`config.mk`:
```
export PLATFORM = sky130hd
export DESIGN_NAME = segment_dot_lcd_write_controller
export DESIGN_NICKNAME = d
export VERILOG_FILES = /design/src/rtl/sdlcd_pkg.sv /design/src/rtl/sdlcd_ram.sv /design/src/rtl/sdlcd_ctrl.sv /design/src/rtl/sdlcd_dp.sv /design/src/rtl/segment_dot_lcd_write_controller.sv
export SDC_FILE = /design/constraint.sdc
export NUM_CORES = 1
export LEC_CHECK = 0
export ABC_AREA = 1
export BUFFER_PORTS_ARGS = -buffer_cell sky130_fd_sc_hd__buf_2
export CORE_ASPECT_RATIO = 1.1
export CORE_MARGIN = 5
export CORE_UTILIZATION = 40
export CTS_BUF_LIST = sky130_fd_sc_hd__clkbuf_8
export DETAILED_ROUTE_END_ITERATION = 8
export SKIP_LAST_GASP = 1
export SYNTH_ARGS = -nofsm -noshare
export SYNTH_HDL_FRONTEND = slang
export SYNTH_SLANG_ARGS = --single-unit
```
`constraint.sdc`:
```
create_clock -name clk -period 6.5 [get_ports clk]
set_clock_uncertainty 0.2 [all_clocks]
set_input_delay 0.975 -clock clk [delete_from_list [all_inputs] [get_ports clk]]
set_output_delay 0.975 -clock clk [all_outputs]
set_load 0.005 [all_outputs]
```
`src/rtl/sdlcd_pkg.sv`:
```
// Shared types, codes and segment map for the segment/dot LCD write controller.
package sdlcd_pkg;

	localparam int NUM_CELLS_DEF     = 16;
	localparam int VISIBLE_CELLS_DEF = 12;
	localparam logic [7:0] SETTLE_RESET = 8'd25;
	localparam logic [3:0] CURSOR_CTRL_CELL = 4'd12;

	localparam logic [2:0] FN_BYTE  = 3'd0;
	localparam logic [2:0] FN_WORD  = 3'd1;
	localparam logic [2:0] FN_TICK  = 3'd2;
	localparam logic [2:0] FN_BLINK = 3'd3;
	localparam logic [2:0] FN_READ  = 3'd4;

	// bit 5 = entry used, bits 4:3 digit, bits 2:0 segment
	localparam logic [5:0] SEG_MAP [6][5] = '{
		'{6'h21, 6'h23, 6'h24, 6'h26, 6'h25},
		'{6'h22, 6'h20, 6'h29, 6'h2B, 6'h2C},
		'{6'h2E, 6'h2D, 6'h2A, 6'h28, 6'h31},
		'{6'h33, 6'h34, 6'h36, 6'h35, 6'h32},
		'{6'h30, 6'h39, 6'h3B, 6'h3C, 6'h3E},
		'{6'h3D, 6'h3A, 6'h38, 6'h00, 6'h00}
	};

	typedef struct packed {
		logic [2:0]  func;
		logic [6:0]  offset;
		logic [15:0] write_data;
	} item_t;

	typedef struct packed {
		logic [24:0] published_mask;
		logic [9:0]  annunciators;
		logic [27:0] digit_segments;
		logic [3:0]  cursor_position;
		logic        cursor_style;
		logic        cursor_visible;
		logic [6:0]  pixel_column;
	} result_t;

	typedef enum logic [2:0] {
		ST_IDLE, ST_LO, ST_HI, ST_OP, ST_RD, ST_DONE
	} state_t;

	typedef struct packed {
		logic load;
		logic wr_lo;
		logic wr_hi;
		logic op;
		logic rd_step;
	} ctl_t;

	typedef struct packed {
		logic [2:0] func;
		logic       rd_last;
	} status_t;

endpackage

```
`src/rtl/sdlcd_ram.sv`:
```
// Generic single-write, single-read RAM with registered read data.
module sdlcd_ram #(
	parameter int WIDTH = 5,
	parameter int DEPTH = 128
) (
	input  logic                     clk,
	input  logic                     we,
	input  logic [$clog2(DEPTH)-1:0] waddr,
	input  logic [WIDTH-1:0]         wdata,
	input  logic [$clog2(DEPTH)-1:0] raddr,
	output logic [WIDTH-1:0]         rdata
);
	logic [WIDTH-1:0] mem_q [DEPTH];

	always_ff @(posedge clk) begin
		if (we)
			mem_q[waddr] <= wdata;
		rdata <= mem_q[raddr];
	end
endmodule

```
`src/rtl/sdlcd_ctrl.sv`:
```
// Controller state machine: sequences byte and word writes, tick, blink and no-op items, and column reads.
module sdlcd_ctrl (
	input  logic              clk,
	input  logic              arst_n,
	input  logic              start,
	input  logic [2:0]        start_func,
	input  sdlcd_pkg::status_t stat,
	output sdlcd_pkg::ctl_t   cmd,
	output logic              busy,
	output logic              done
);
	import sdlcd_pkg::*;

	state_t state_q, state_nxt;

	always_ff @(posedge clk or negedge arst_n) begin
		if (!arst_n)
			state_q <= ST_IDLE;
		else
			state_q <= state_nxt;
	end

	always_comb begin
		state_nxt = state_q;
		unique case (state_q)
			ST_IDLE: begin
				if (start) begin
					if (start_func == FN_BYTE || start_func == FN_WORD)
						state_nxt = ST_LO;
					else if (start_func == FN_READ)
						state_nxt = ST_RD;
					else
						state_nxt = ST_OP;
				end
			end
			ST_LO:   state_nxt = (stat.func == FN_WORD) ? ST_HI : ST_DONE;
			ST_HI:   state_nxt = ST_DONE;
			ST_OP:   state_nxt = ST_DONE;
			ST_RD:   state_nxt = stat.rd_last ? ST_DONE : ST_RD;
			ST_DONE: state_nxt = ST_IDLE;
			default: state_nxt = ST_IDLE;
		endcase
	end

	always_comb begin
		cmd         = '0;
		cmd.load    = (state_q == ST_IDLE) && start;
		cmd.wr_lo   = (state_q == ST_LO);
		cmd.wr_hi   = (state_q == ST_HI);
		cmd.op      = (state_q == ST_OP);
		cmd.rd_step = (state_q == ST_RD);
		busy        = (state_q != ST_IDLE);
		done        = (state_q == ST_DONE);
	end
endmodule

```
`src/rtl/sdlcd_dp.sv`:
```
// Datapath: display state, dirty tracking, settle timer and pixel memory.
module sdlcd_dp #(
	parameter int NUM_CELLS     = sdlcd_pkg::NUM_CELLS_DEF,
	parameter int VISIBLE_CELLS = sdlcd_pkg::VISIBLE_CELLS_DEF
) (
	input  logic               clk,
	input  logic               arst_n,
	input  sdlcd_pkg::ctl_t    cmd,
	input  sdlcd_pkg::item_t   item,
	input  logic               cfg_we,
	input  logic [7:0]         cfg_data,
	output sdlcd_pkg::status_t stat,
	output sdlcd_pkg::result_t result
);
	import sdlcd_pkg::*;

	localparam int CELL_W = $clog2(NUM_CELLS);
	localparam int DEPTH  = NUM_CELLS * 8;
	localparam int ADDR_W = $clog2(DEPTH);
	localparam logic [5:0] NC6  = 6'(NUM_CELLS);
	localparam logic [4:0] VIS5 = 5'(VISIBLE_CELLS);
	localparam logic [7:0] COLS = 8'(NUM_CELLS * 5);

	logic [2:0]  func_q;
	logic [6:0]  ofs_q;
	logic [15:0] data_q;
	logic [7:0]  settle_q;
	logic [6:0]  digit_q [4];
	logic [9:0]  ann_q;
	logic [3:0]  cur_cell_q;
	logic        cur_form_q;
	logic        cur_phase_q;
	logic [24:0] pend_q;
	logic [7:0]  timer_q;
	logic [24:0] pub_q;
	logic [6:0]  col_q;
	logic [2:0]  rd_cnt_q;
	logic [DEPTH-1:0] valid_q;
	logic        rvalid_s1;

	// byte write decode
	logic        hi_sel;
	logic [7:0]  b;
	logic [6:0]  bofs;
	logic [2:0]  line;
	logic [3:0]  cell4;
	logic [2:0]  seg_row;
	logic [5:0]  e;
	logic [6:0]  n_digit [4];
	logic [9:0]  n_ann;
	logic [3:0]  n_cell;
	logic        n_form;
	logic [24:0] mark_bits;
	logic        mark_en;
	logic        pix_we;
	logic [ADDR_W-1:0] pix_addr;

	always_comb begin
		hi_sel   = cmd.wr_hi;
		b        = hi_sel ? data_q[15:8] : data_q[7:0];
		bofs     = hi_sel ? (ofs_q | 7'd1) : ofs_q;
		line     = bofs[2:0];
		cell4    = bofs[6:3];
		seg_row  = 3'(cell4 - 4'd6);
		e        = '0;
		n_digit  = digit_q;
		n_ann    = ann_q;
		n_cell   = cur_cell_q;
		n_form   = cur_form_q;
		mark_bits = '0;
		mark_en  = 1'b0;
		pix_we   = 1'b0;
		pix_addr = ADDR_W'({CELL_W'(cell4), line});
		if (line != 3'd0) begin
			if ({2'b00, cell4} < NC6) begin
				pix_we = 1'b1;
				if ({1'b0, cell4} < VIS5) begin
					mark_bits = 25'd1 << cell4;
					mark_en   = 1'b1;
				end
			end
		end else begin
			unique case (cell4)
				4'd0: begin
					n_ann[2:0] = b[2:0];
					mark_bits  = 25'h7 << 16;
					mark_en    = 1'b1;
				end
				4'd1: begin
					n_ann[4:3] = b[1:0];
					n_ann[5]   = b[4];
					mark_bits  = 25'h7 << 19;
					mark_en    = 1'b1;
				end
				4'd3: begin n_ann[6] = b[0]; mark_bits[22] = 1'b1; mark_en = 1'b1; end
				4'd4: begin n_ann[7] = b[0]; mark_bits[23] = 1'b1; mark_en = 1'b1; end
				4'd5: begin n_ann[8] = b[0]; mark_bits[24] = 1'b1; mark_en = 1'b1; end
				4'd6, 4'd7, 4'd8, 4'd9, 4'd10, 4'd11: begin
					for (int i = 0; i < 5; i++) begin
						e = SEG_MAP[seg_row][i];
						if (e[5]) begin
							n_digit[e[4:3]][e[2:0]] = b[i];
							mark_bits[12 + int'(e[4:3])] = 1'b1;
						end
					end
					if (cell4 == 4'd11)
						n_ann[9] = b[3];
					mark_en = 1'b1;
				end
				CURSOR_CTRL_CELL: begin
					n_form = b[4];
					if (b[3:0] != cur_cell_q) begin
						if ({1'b0, b[3:0]} < VIS5) begin
							mark_bits = mark_bits | (25'd1 << b[3:0]);
							mark_en   = 1'b1;
						end
						if ({1'b0, cur_cell_q} < VIS5) begin
							mark_bits = mark_bits | (25'd1 << cur_cell_q);
							mark_en   = 1'b1;
						end
						n_cell = b[3:0];
					end
				end
				default: ;
			endcase
		end
	end

	// column read: cell = x/5 by reciprocal, exact for 7-bit x
	logic [14:0] recip;
	logic [4:0]  rd_cell;
	logic [2:0]  col_i;
	logic        in_range;
	logic [ADDR_W-1:0] rd_addr;
	logic [4:0]  ram_rdata;

	always_comb begin
		recip    = 15'(ofs_q) * 15'd205;
		rd_cell  = recip[14:10];
		col_i    = 3'(ofs_q - 7'(rd_cell) * 7'd5);
		in_range = {1'b0, ofs_q} < COLS;
		rd_addr  = ADDR_W'({CELL_W'(rd_cell), 3'(rd_cnt_q + 3'd1)});
	end

	sdlcd_ram #(.WIDTH(5), .DEPTH(DEPTH)) u_ram (
		.clk   (clk),
		.we    (pix_we && (cmd.wr_lo || cmd.wr_hi)),
		.waddr (pix_addr),
		.wdata (b[4:0]),
		.raddr (rd_addr),
		.rdata (ram_rdata)
	);

	always_ff @(posedge clk or negedge arst_n) begin
		if (!arst_n) begin
			settle_q    <= SETTLE_RESET;
			for (int k = 0; k < 4; k++)
				digit_q[k] <= '0;
			ann_q       <= '0;
			cur_cell_q  <= '0;
			cur_form_q  <= 1'b0;
			cur_phase_q <= 1'b0;
			pend_q      <= '0;
			timer_q     <= '0;
			valid_q     <= '0;
			rd_cnt_q    <= '0;
		end else begin
			if (cfg_we)
				settle_q <= cfg_data;
			if (cmd.load)
				rd_cnt_q <= '0;
			if (cmd.wr_lo || cmd.wr_hi) begin
				digit_q    <= n_digit;
				ann_q      <= n_ann;
				cur_cell_q <= n_cell;
				cur_form_q <= n_form;
				if (pix_we)
					valid_q[pix_addr] <= 1'b1;
				if (mark_en) begin
					pend_q  <= pend_q | mark_bits;
					timer_q <= settle_q;
				end
			end
			if (cmd.op) begin
				if (func_q == FN_TICK) begin
					if (timer_q == 8'd0)
						pend_q <= '0;
					else
						timer_q <= timer_q - 8'd1;
				end else if (func_q == FN_BLINK) begin
					cur_phase_q <= ~cur_phase_q;
					if ({1'b0, cur_cell_q} < VIS5) begin
						pend_q  <= pend_q | (25'd1 << cur_cell_q);
						timer_q <= settle_q;
					end
				end
			end
			if (cmd.rd_step)
				rd_cnt_q <= rd_cnt_q + 3'd1;
		end
	end

	// payload registers
	always_ff @(posedge clk) begin
		if (cmd.load) begin
			func_q <= item.func;
			ofs_q  <= item.offset;
			data_q <= item.write_data;
			pub_q  <= '0;
			col_q  <= '0;
		end
		if (cmd.op && func_q == FN_TICK && timer_q == 8'd0)
			pub_q <= pend_q;
		rvalid_s1 <= in_range ? valid_q[rd_addr] : 1'b0;
		if (cmd.rd_step && rd_cnt_q != 3'd0)
			col_q[3'(rd_cnt_q - 3'd1)] <= in_range && rvalid_s1 && ram_rdata[col_i];
	end

	always_comb begin
		stat.func    = func_q;
		stat.rd_last = (rd_cnt_q == 3'd7);
		result.published_mask  = pub_q;
		result.annunciators    = ann_q;
		result.digit_segments  = {digit_q[3], digit_q[2], digit_q[1], digit_q[0]};
		result.cursor_position = cur_cell_q;
		result.cursor_style    = cur_form_q;
		result.cursor_visible  = cur_phase_q;
		result.pixel_column    = col_q;
	end
endmodule

```
`src/rtl/segment_dot_lcd_write_controller.sv`:
```
// Top level of the segment/dot LCD write controller.
// An item is taken when start is high and busy is low; its result appears for one
// cycle with done high. A byte write writes one byte lane, a word write its low then
// its high lane, tick, blink and no-op items take an operation step, and a pixel column
// read reads the seven row words of the column's cell one per cycle from the pixel RAM.
// The result must be taken in its done cycle; it is not held.
// Config writes are always ready and should be made while busy is low.
module segment_dot_lcd_write_controller #(
	parameter int NUM_CELLS     = sdlcd_pkg::NUM_CELLS_DEF,
	parameter int VISIBLE_CELLS = sdlcd_pkg::VISIBLE_CELLS_DEF
) (
	input  logic               clk,
	input  logic               arst_n,
	input  logic               start,
	input  sdlcd_pkg::item_t   item,
	output logic               busy,
	output logic               done,
	output sdlcd_pkg::result_t result,
	input  logic               cfg_valid,
	output logic               cfg_ready,
	input  logic [7:0]         cfg_data
);
	import sdlcd_pkg::*;

	ctl_t    cmd;
	status_t stat;

	assign cfg_ready = 1'b1;

	sdlcd_ctrl u_ctrl (
		.clk        (clk),
		.arst_n     (arst_n),
		.start      (start),
		.start_func (item.func),
		.stat       (stat),
		.cmd        (cmd),
		.busy       (busy),
		.done       (done)
	);

	sdlcd_dp #(.NUM_CELLS(NUM_CELLS), .VISIBLE_CELLS(VISIBLE_CELLS)) u_dp (
		.clk      (clk),
		.arst_n   (arst_n),
		.cmd      (cmd),
		.item     (item),
		.cfg_we   (cfg_valid && cfg_ready),
		.cfg_data (cfg_data),
		.stat     (stat),
		.result   (result)
	);

`ifndef NO_ASSERTIONS
	a_done_busy: assert property (@(posedge clk) disable iff (!arst_n) done |-> busy)
		else $error("done without busy");
	a_done_single: assert property (@(posedge clk) disable iff (!arst_n) done |=> !done)
		else $error("done held for more than one cycle");
	a_accept_busy: assert property (@(posedge clk) disable iff (!arst_n)
		(start && !busy) |=> busy)
		else $error("beat accepted but not busy");
	a_one_cmd: assert property (@(posedge clk) disable iff (!arst_n)
		$onehot0({cmd.load, cmd.wr_lo, cmd.wr_hi, cmd.op, cmd.rd_step}))
		else $error("overlapping datapath commands");
`endif
endmodule

```
# Yosys cells after proc, flatten, opt, wreduce, memory -nomap -nowiden
# Memory sizes are Yosys's and may differ from the RTL's. A register that Yosys moved wholly into a read port is not among the register bits.
# Cells that the tools add are included.
# W data, S select, Z words.
[word_totals]
regBits = 275
latch_bits = 0
ram_bits = 640
romBits = 240
inputBits = 38
output_inout_bits = 79
wordCells = 294
memories = 2
[classes]
add_sub_neg = 10
n_mul = 2
n_div = 0
magnitude_cmp = 41
n_eq_ne = 24
shifts = 3
muxes = 121
bitwise = 17
n_reduce_logical = 49
[memory_table]
columns = ["name", "depth", "word_bits", "rd", "rd_clocked_by_memory_dff", "wr", "line", "text"]
rows = [
  ["u_dp.u_ram.mem_q", 128, 5, 1, 1, 1, "sdlcd_ram.sv:13", "logic [WIDTH-1:0] mem_q [DEPTH];"],
  ["(name not given)", 8, 30, 1, 0, 0, "sdlcd_dp.sv:100", "e = SEG_MAP[seg_row][i];"],
]
[op_table]
columns = ["op", "n"]
rows = [
  ["$mux W25", 30],
  ["$mux W28", 13],
  ["$or A25 B25 Y25", 7],
  ["$ge A32 B1 Y1 const B", 5],
  ["$lt A32 B7 Y1 const B", 5],
  ["$bwmux W28", 5],
  ["$or A128 B128 Y128", 1],
  ["$pmux W22 S4", 1],
  ["$shl A1 B4 Y25 const A", 3],
  ["$demux W7 S2", 5],
  ["$mux W30", 2],
  ["$mux W8", 7],
  ["$mux W7", 7],
  ["$lt A3 B4 Y1 const B", 7],
  ["$add A4 B2 Y5 const A", 5],
  ["$demux W1 S5", 5],
  ["$logic_and A1 B1 Y1", 24],
  ["$mux W1", 24],
  ["$reduce_and A3 Y1", 8],
  ["$eq A4 B4 Y1 const B", 5],
  ["$demux W1 S3", 6],
  ["$ge A3 B1 Y1 const B", 6],
  ["$mux W3", 6],
  ["$eq A4 B3 Y1 const B", 4],
  ["other kinds (43)", 76],
]

# Longest topological paths before layout
# Gate-level depths: netlist (run 1).
[depth]
ltp_word = 36
mapped_depth = 30
ltp_nobuf = 27

# Modules after synthesis
# A second synthesis (run 1) with hierarchy kept.
[hier_totals]
cells_unflattened = 4266
area_unflattened_um2 = 42174.2
[modules_own_cells]
columns = ["module", "instances", "cells_each", "area_per_inst_um2"]
rows = [
  ["sdlcd_ram", 1, 2308, 26696.9],
  ["sdlcd_dp", 1, 1913, 15200.8],
  ["sdlcd_ctrl", 1, 43, 265.3],
  ["segment_dot_lcd_write_controller", 1, 2, 11.3],
]

# Worst setup path before layout (run 1)
# Ideal clock, no wire load.
[synth_path]
path_kind = "register to register"
startpoint = "reg u_dp.ofs_q[5]"
endpoint = "reg u_dp.col_q[4]"
arrival_time_ps = 5015
slack_ps = 1168
stages_incl_launch_ff = 30
path_buffers = 3
path_cell_list = "edfxtp_1 clkbuf_1 inv_1 ha_1 fa_1 ha_1 inv_1 fa_1 inv_1 ha_1 a21oi_1 nor2_1 nor2_1 nand2_1 nand2_1 nand2_1 buf_4 buf_2 nand2_1 o21ai_0 fa_1 xor2_1 inv_1 nand2_1 nand2_1 inv_1 nand2_1 nand3_1 nand4_1 nand2_1"
[synth_via]
elab_chain_cells = 8
elab_cells_between_ends = 10
[synth_lines]
columns = ["item", "line", "text"]
rows = [
  ["from (decl)", "sdlcd_dp.sv:25", "logic [6:0] ofs_q;"],
  ["from (signal assigned)", "sdlcd_dp.sv:207", "ofs_q <= item.offset;"],
  ["$mul A7 B8 Y15", "sdlcd_dp.sv:138", "recip = 15'(ofs_q) * 15'd205;"],
  ["$mul A5 B3 Y3", "sdlcd_dp.sv:140", "col_i = 3'(ofs_q - 7'(rd_cell) * 7'd5);"],
  ["$sub A3 B3 Y3", "sdlcd_dp.sv:140", ""],
  ["$bmux W1 S3", "sdlcd_dp.sv:216", "col_q[3'(rd_cnt_q - 3'd1)] <= in_range && rvalid_s1 && ram_rdata[col_i];"],
  ["$mux W1 (not written as such)", "sdlcd_dp.sv:216", ""],
  ["$logic_and A1 B1 Y1 *", "sdlcd_dp.sv:216", ""],
  ["$bwmux W7 *", "sdlcd_dp.sv:216", ""],
  ["$mux W7 *", "sdlcd_dp.sv:215", "if (cmd.rd_step && rd_cnt_q != 3'd0)"],
  ["to (signal, indexed assignment)", "sdlcd_dp.sv:216", ""],
  ["to (decl)", "sdlcd_dp.sv:36", "logic [6:0] col_q;"],
]
# Mark *: on every way between the ends. The rest lies on a longest branch, timed or not. The select of a mux whose other input is x is not followed.
# A chain may end at the register's enable or synchronous reset.

# Final worst setup path (run 1)
[layout_path]
startpoint = "reg u_dp.ofs_q[4]"
endpoint = "reg u_dp.col_q[0]"
# Same word-level chain as after synthesis.

==> results of run 1 <==
-- cell families after synthesis --
| kind of cell | count (synthesis) | synth area share [%] |
|---|---|---|
| simple gates | 1704 | 17.5 |
| flops | 917 | 64.4 |
| compound gates | 822 | 11.2 |
| buf+inv | 432 | 4.29 |
| fa+ha+maj | 61 | 2.03 |
| xor+xnor | 13 | 0.279 |
| mux | 8 | 0.221 |
| other cells | 1 | 0.00918 |
-- worst max-delay path, stage by stage, from the launching register on --
cell,delay [ns]
edfxtp_1,0.35
buf_4,0.20
inv_1,0.20
ha_1,0.31
fa_1,0.48
ha_1,0.29
inv_1,0.05
fa_1,0.49
inv_1,0.04
ha_1,0.32
a21oi_1,0.18
nor2_1,0.06
nor2_1,0.16
nand2_1,0.10
nand2_1,0.07
nand2_2,0.14
nand2_1,0.09
o21ai_0,0.11
fa_1,0.40
xor2_1,0.19
nand2_1,0.07
nand2_1,0.12
inv_1,0.05
nand2_1,0.07
nand3_1,0.36
nand4_1,0.23
nand2_1,0.06
-- metal layers --
metal,track usage (%),wire length [microns],vias up
li1,-,-,13916
met1,27.2,48200,14503
met2,34.2,55500,1025
met3,3.81,7050,236
met4,8.14,4190,0
met5,0,0,-
-- worst paths after layout --
path,start,to,slack (ns),cells after the start
worst min-delay path,item[0],u_dp.data_q[0],0.13,1
worst max register to register,u_dp.ofs_q[4],u_dp.col_q[0],1.0,26
worst min register to register,u_dp.valid_q[14],u_dp.valid_q[14],0.26,2
min in group asynchronous,arst_n,u_dp.ann_q[3],0.54,2
worst max-delay path,u_dp.ofs_q[4],u_dp.col_q[0],1.0,26
max in group asynchronous,arst_n,u_dp.rd_cnt_q[0],4.25,3
-- sequential cells by signal, summed over array words and instances (netlist names), 8 cells and up --
register          flops
u_dp.timer_q          8
u_dp.data_q          10
u_dp.pub_q           25
u_dp.settle_q         8
u_dp.valid_q        128
u_dp.result          28
u_dp.pend_q          25
u_dp.ann_q           10
u_dp.u_ram.mem_q    640
-- repair_timing --
action,4_1_cts,5_1_grt
hold endpoints to repair,71,0
hold buffers,1,0
setup endpoints to repair,0,0
-- layout make-up --
class | instances | area, sq um
fill | 9736 | 56100
sequential | 917 | 26300
inverter | 213 | 822
tap | 1375 | 1720
clock buffer | 173 | 2380
timing repair buffer | 148 | 926
antenna | 1 | 2.50
multi-input combinational | 2609 | 12800
clock inverter | 109 | 756
-- Yosys cell counts, drive strengths merged, types with 2 or more instances --
cell    count  area share [%]
dfxtp      13            0.64
nand2b      4           0.061
o32ai       4           0.086
o221ai     40            0.86
o21ai     474             5.8
buf        85             1.1
nor2      666             6.2
a31oi      26            0.40
o311ai      7            0.15
nand3b      4           0.074
mux2        8            0.22
or2       115             1.8
inv       209             1.9
dfstp       3            0.19
a211oi      4           0.074
a21oi     116             1.4
xor2        9            0.19
ha         52             1.6
dfrtp     216              13
nor3b       2           0.037
clkinv      4           0.037
a32o        2           0.049
o211ai     12            0.22
a22oi       6            0.11
fa          9            0.44
clkbuf    134             1.2
o31ai       4           0.074
xnor2       4           0.086
nand2     672             6.2
nor4        4           0.061
a22o        4           0.086
nor3       33            0.43
o22ai     120             1.8
edfxtp    685              50
nand4      15            0.23
nand3     188             2.4
-- power by group through the flow --
stage | Sequential, mW | Clock [mW] | Combinational [mW]
floorplan | 7.85 | 0 | 7.57
global placement | 7.91 | 0 | 11.4
detailed placement | 7.91 | 0 | 11.5
CTS | 7.81 | 5.32 | 11.5
global route | 7.89 | 5.60 | 12.7
finish | 7.81 | 5.22 | 11.6
-- metrics by stage --
step / utilization, % / instances / hold WS (ns) / worst slack, ns
5_1_grt: 44.9 / 5545 / 0.0766 / 0.575
6_report: 44.9 / 5545 / 0.128 / 0.995
3_3_place_gp: 41.8 / 5261 / 0.236 / 1.03
4_1_cts: 44.9 / 5544 / 0.0385 / 0.986
3_5_place_dp: 41.8 / 5261 / 0.246 / 0.997
2_1_floorplan: - / 3958 / 0.224 / 1.17
==> metrics.txt, run 1 <==
Syn Inst Count 3958; Vias/cell 5.35; # IOs 117; Tot Pwr 24.6 mW; total grt overflow 0; Detailed Route WL 115000 microns; maxcap violations 0; Final setup violation count 0; clk buf depth 3; Post-DRT Antenna Nets 0; gpl congestion 0.903; Final HPWL DP 68000 microns; Synth Cell Area 40900 sq um; Yosys reg bits 917; combinational power share 47.0%; Tot GR Track Use 20.7%; slew margin rel. 19.9%; first-pass GRT wire length 175000 microns; ys async rst share 23.9%; transition time of the tightest slew-check pin 1.20 ns; Slew Viols, Final 0; crit start category register; Leak 17.8 nW; sequential share of the synthesized area 64.4%; Core ar. 102000 sq um; Power Internal 13.4 mW; min cycle time layout 5.50 ns; Peak supply drop 0.535 mV; post-route cell area 45800 sq um; drt drc 0; Mapped Nets 4057; RSZ-0062 raised after global routing no; Netlist cell types 55; crit path DAT 6.02 ns; TritonRoute pass-1 iters 6; CTS H-tree depth 4; EDFF count, synth 685; fin nets 4139; DRT iter0 DRCs 2862; most common cell after layout, fill and taps aside edfxtp_1; worst min-delay path class input pin to register; CTS sink count 917; Site Rows 123; sequential share of power 31.7%; Tcrit/Tclk final 84.7%; Synth-to-Final Area Change 12.0%; WL/cell 20.7 microns; Switching Fraction 45.4%; Max Clock Freq 182 MHz; largest net degree at the start of global routing 193; Critical Path RT 7.01 ns; worst setup path class register to register; vias in the first global route 29218; DP Area 42600 sq um; CP Capture Type register; starting density of the core 40.1%; clock share of power 21.2%; initial antenna violation count 2; die width 315 microns; Net Sw Power 11.2 mW; CTS Root Cell clkbuf_8; ys flop type edfxtp_1; Final Hold Violating Endpoints 0; Reg clk slew, reported paths 0.06 ns; die area 109000 sq um; crit path max fanout 11; TritonCTS buffer count 151; status completed; share of cells above drive strength 1 12.2%; most frequent cells in the layout 685 x edfxtp_1, 662 x nand2_1, 660 x nor2_1, 459 x o21ai_0, 245 x inv_1; CTS tree yes; syn avg cell area 10.3 sq um; vias 29680; Pwr Density 538 nW/um^2; Setup TNS 0 ns; Yosys Warn Count 0; Die Height 345 microns; post-CTS setup buffer count 0; Clk Latency, worst-skew pair 0.83 ns; IO buf count 109; Post-CTS Resized 0
No activity file was read; power rests on OpenSTA's default activity.
==> inputs of run 2 (changes only) <==
==> constraint.sdc (replaced) <==
create_clock -name clk -period 4.68 [get_ports clk]
set_clock_uncertainty 0.2 [all_clocks]
set_input_delay 0.702 -clock clk [delete_from_list [all_inputs] [get_ports clk]]
set_output_delay 0.702 -clock clk [all_outputs]
set_load 0.005 [all_outputs]
==> run 2 against run 1 <==
Against the previous run: critical endpoint is now u_dp.rvalid_s1; design area up 1.4%; routed wire length up 0.56%; sequential power up 38%; critical path depth down 2.
==> metrics.txt, run 2 (synthesis gave the netlist of run 1 again) <==
status completed; fin nets 4202 (+1.5%); TritonCTS buffer count 145 (-4.0%); Final setup violation count 0 (unchanged); # IOs 117 (unchanged); initial antenna violation count 1 (-1); Post-DRT Antenna Nets 0 (unchanged); min cycle time layout 4.67 ns (-0.839 ns); sequential share of power 31.3% (-0.4 points); share of cells above drive strength 1 13.3% (+1.1 points); Reg clk slew, reported paths 0.06 ns (about the same); Peak supply drop 1.08 mV (+100%); FF-to-FF path depth 24 (-7.7%); Vias/cell 5.37 (+0.34%); drt drc 0 (unchanged); RSZ-0062 raised after global routing yes; CTS H-tree depth 4 (unchanged); Detailed Route WL 116000 microns (+0.56%); largest register by flop count u_dp.u_ram.mem_q; crit start category register; clk buf depth 3 (unchanged); vias 30076 (+1.3%); starting density of the core 40.1% (unchanged); total grt overflow 0 (unchanged); TritonRoute pass-1 iters 6 (unchanged); first-pass GRT wire length 177000 microns (+1.3%); slew margin rel. 27.0% (+7.1 points); Final Hold Violating Endpoints 0 (unchanged); largest net degree at the start of global routing 194 (+0.52%); IO buf count 109 (unchanged); CP Capture Type register; hold path start cfg_valid; DRT iter0 DRCs 2826 (-1.3%); Die Height 345 microns (unchanged); die area 109000 sq um (unchanged); Slew Viols, Final 0 (unchanged); Max Clock Freq 214 MHz (+18%); worst min-delay path class input pin to register; Switching Fraction 44.9% (-0.50 points); Synth-to-Final Area Change 13.6%; Power Internal 19.1 mW (+42%); Tot GR Track Use 20.8% (+0.13 points); worst setup path class register to register; Placed Instances 5298 (+0.70%); combinational power share 49.0% (+2.0 points); clock share of power 19.6% (-1.6 points); CTS sink count 917 (unchanged); Tcrit/Tclk final 99.7% (+15 points); hold path depth 2 (+1); Setup TNS 0 ns (unchanged); crit path DAT 5.13 ns (-0.89 ns); most frequent cells in the layout 685 x edfxtp_1, 659 x nor2_1, 655 x nand2_1, 456 x o21ai_0, 243 x inv_1; Pwr Density 746 nW/um^2 (+39%); Site Rows 123 (unchanged); crit path max fanout 36 (+25); Clk Latency, worst-skew pair 0.81 ns (-0.02 ns); WL/cell 20.6 microns (-0.43%); vias in the first global route 29854 (+2.2%); transition time of the tightest slew-check pin 1.10 ns (-0.107 ns); Layout Cells excl Fill 5600 (+0.99%); Final HPWL DP 70100 microns (+3.1%); filler instances 9680 (-0.58%); Net Sw Power 15.6 mW (+39%); CTS Root Cell clkbuf_8; gpl congestion 0.925 (+2.4%); Worst setup startpoint u_dp.ofs_q[4]; most common cell after layout, fill and taps aside edfxtp_1; max reg flops 640 (unchanged); worst r2r src u_dp.ofs_q[4]; Leak 18.1 nW (+1.4%); maxcap violations 0 (unchanged); CTS tree yes; Critical Path RT 5.15 ns (-1.86 ns); die width 315 microns (unchanged); Core ar. 102000 sq um (unchanged)
## run 2: cell count changes in the layout (fill, tap and decap cells not counted), sizes merged
cell / delta
buf: +40
bufinv: -2
clkbuf: -11
clkinv: +2
clkinvlp: -2
dlygate4sd3: +29
inv: -1
## run 2: final timing paths
path                                     end  slack [ns]
setup reg to reg              u_dp.rvalid_s1        0.01
min in group asynchronous   u_dp.settle_q[1]        0.38
hold reg to reg            u_dp.valid_q[127]        0.26
setup / recovery              u_dp.rvalid_s1        0.01
hold / removal              u_dp.settle_q[6]        0.12
max in group asynchronous   u_dp.valid_q[80]        2.92
## run 2: per-stage QoR
stage	hold WS (ns)	total power [mW]	area (sq um)	util (%)	worst slack, ns
6_report	0.122	34.6	46400	45.5	0.0141
2_1_floorplan	0.206	21.6	40900	-	-0.106
3_5_place_dp	0.243	27.4	43000	42.2	0.00307
3_3_place_gp	0.235	27.3	43000	42.2	-0.0157
4_1_cts	0.0672	34.3	46300	45.4	0.00144
5_1_grt	0.0901	36.9	46400	45.5	-0.263
## run 2: what timing repair did
action,CTS,global route
endpoints found under the hold margin,120,0
hold buffers,30,0
gates resized for setup,2,25
gates cloned,0,0
pin swaps,5,14
buffers inserted,1,2
endpoints found under the setup margin,7,13
## run 2: per-layer routing
layer | GRT usage (%) | up-vias | share of wire [%]
met2 | 34.3 | 1080 | 48
met4 | 8.55 | 0 | 3.9
met3 | 3.23 | 264 | 5.8
met1 | 27.7 | 14691 | 42
met5 | 0 | - | 0
li1 | - | 14041 | -
## run 2: power groups by stage
stage	Sequential [mW]	Clock, mW	Combinational, mW
6_report	10.8	6.79	17.0
5_1_grt	10.9	7.31	18.7
4_1_cts	10.8	6.95	16.6
3_5_place_dp	11.0	0	16.5
3_3_place_gp	11.0	0	16.3
2_1_floorplan	10.9	0	10.7
## run 2: area by class of cell
type	instances	area (sq um)	share of cell area, %
Clock buffer	162	2230	4.80
Inverter	213	830	1.79
Antenna cell	1	2.50	0.00539
Multi-Input combinational cell	2609	13000	28.1
Tap cell	1375	1720	3.71
Timing Repair Buffer	217	1610	3.47
Sequential cell	917	26300	56.7
Clock inverter	106	669	1.44
## run 2: critical path, cell delays in order, from the launching register on
cell	delay, ns
edfxtp_1	0.44
buf_6	0.16
inv_4	0.05
ha_4	0.19
fa_1	0.43
ha_1	0.30
inv_2	0.04
fa_1	0.48
inv_2	0.05
ha_4	0.28
nand2_2	0.06
nor2_1	0.13
nand3_1	0.13
nand2_1	0.11
nand2_1	0.06
nand2_2	0.10
buf_4	0.28
buf_12	0.26
nand2_1	0.10
nand2_1	0.08
nand2_1	0.05
nand3_1	0.17
nand3_1	0.20
nand2_1	0.10
nor2_1	0.04
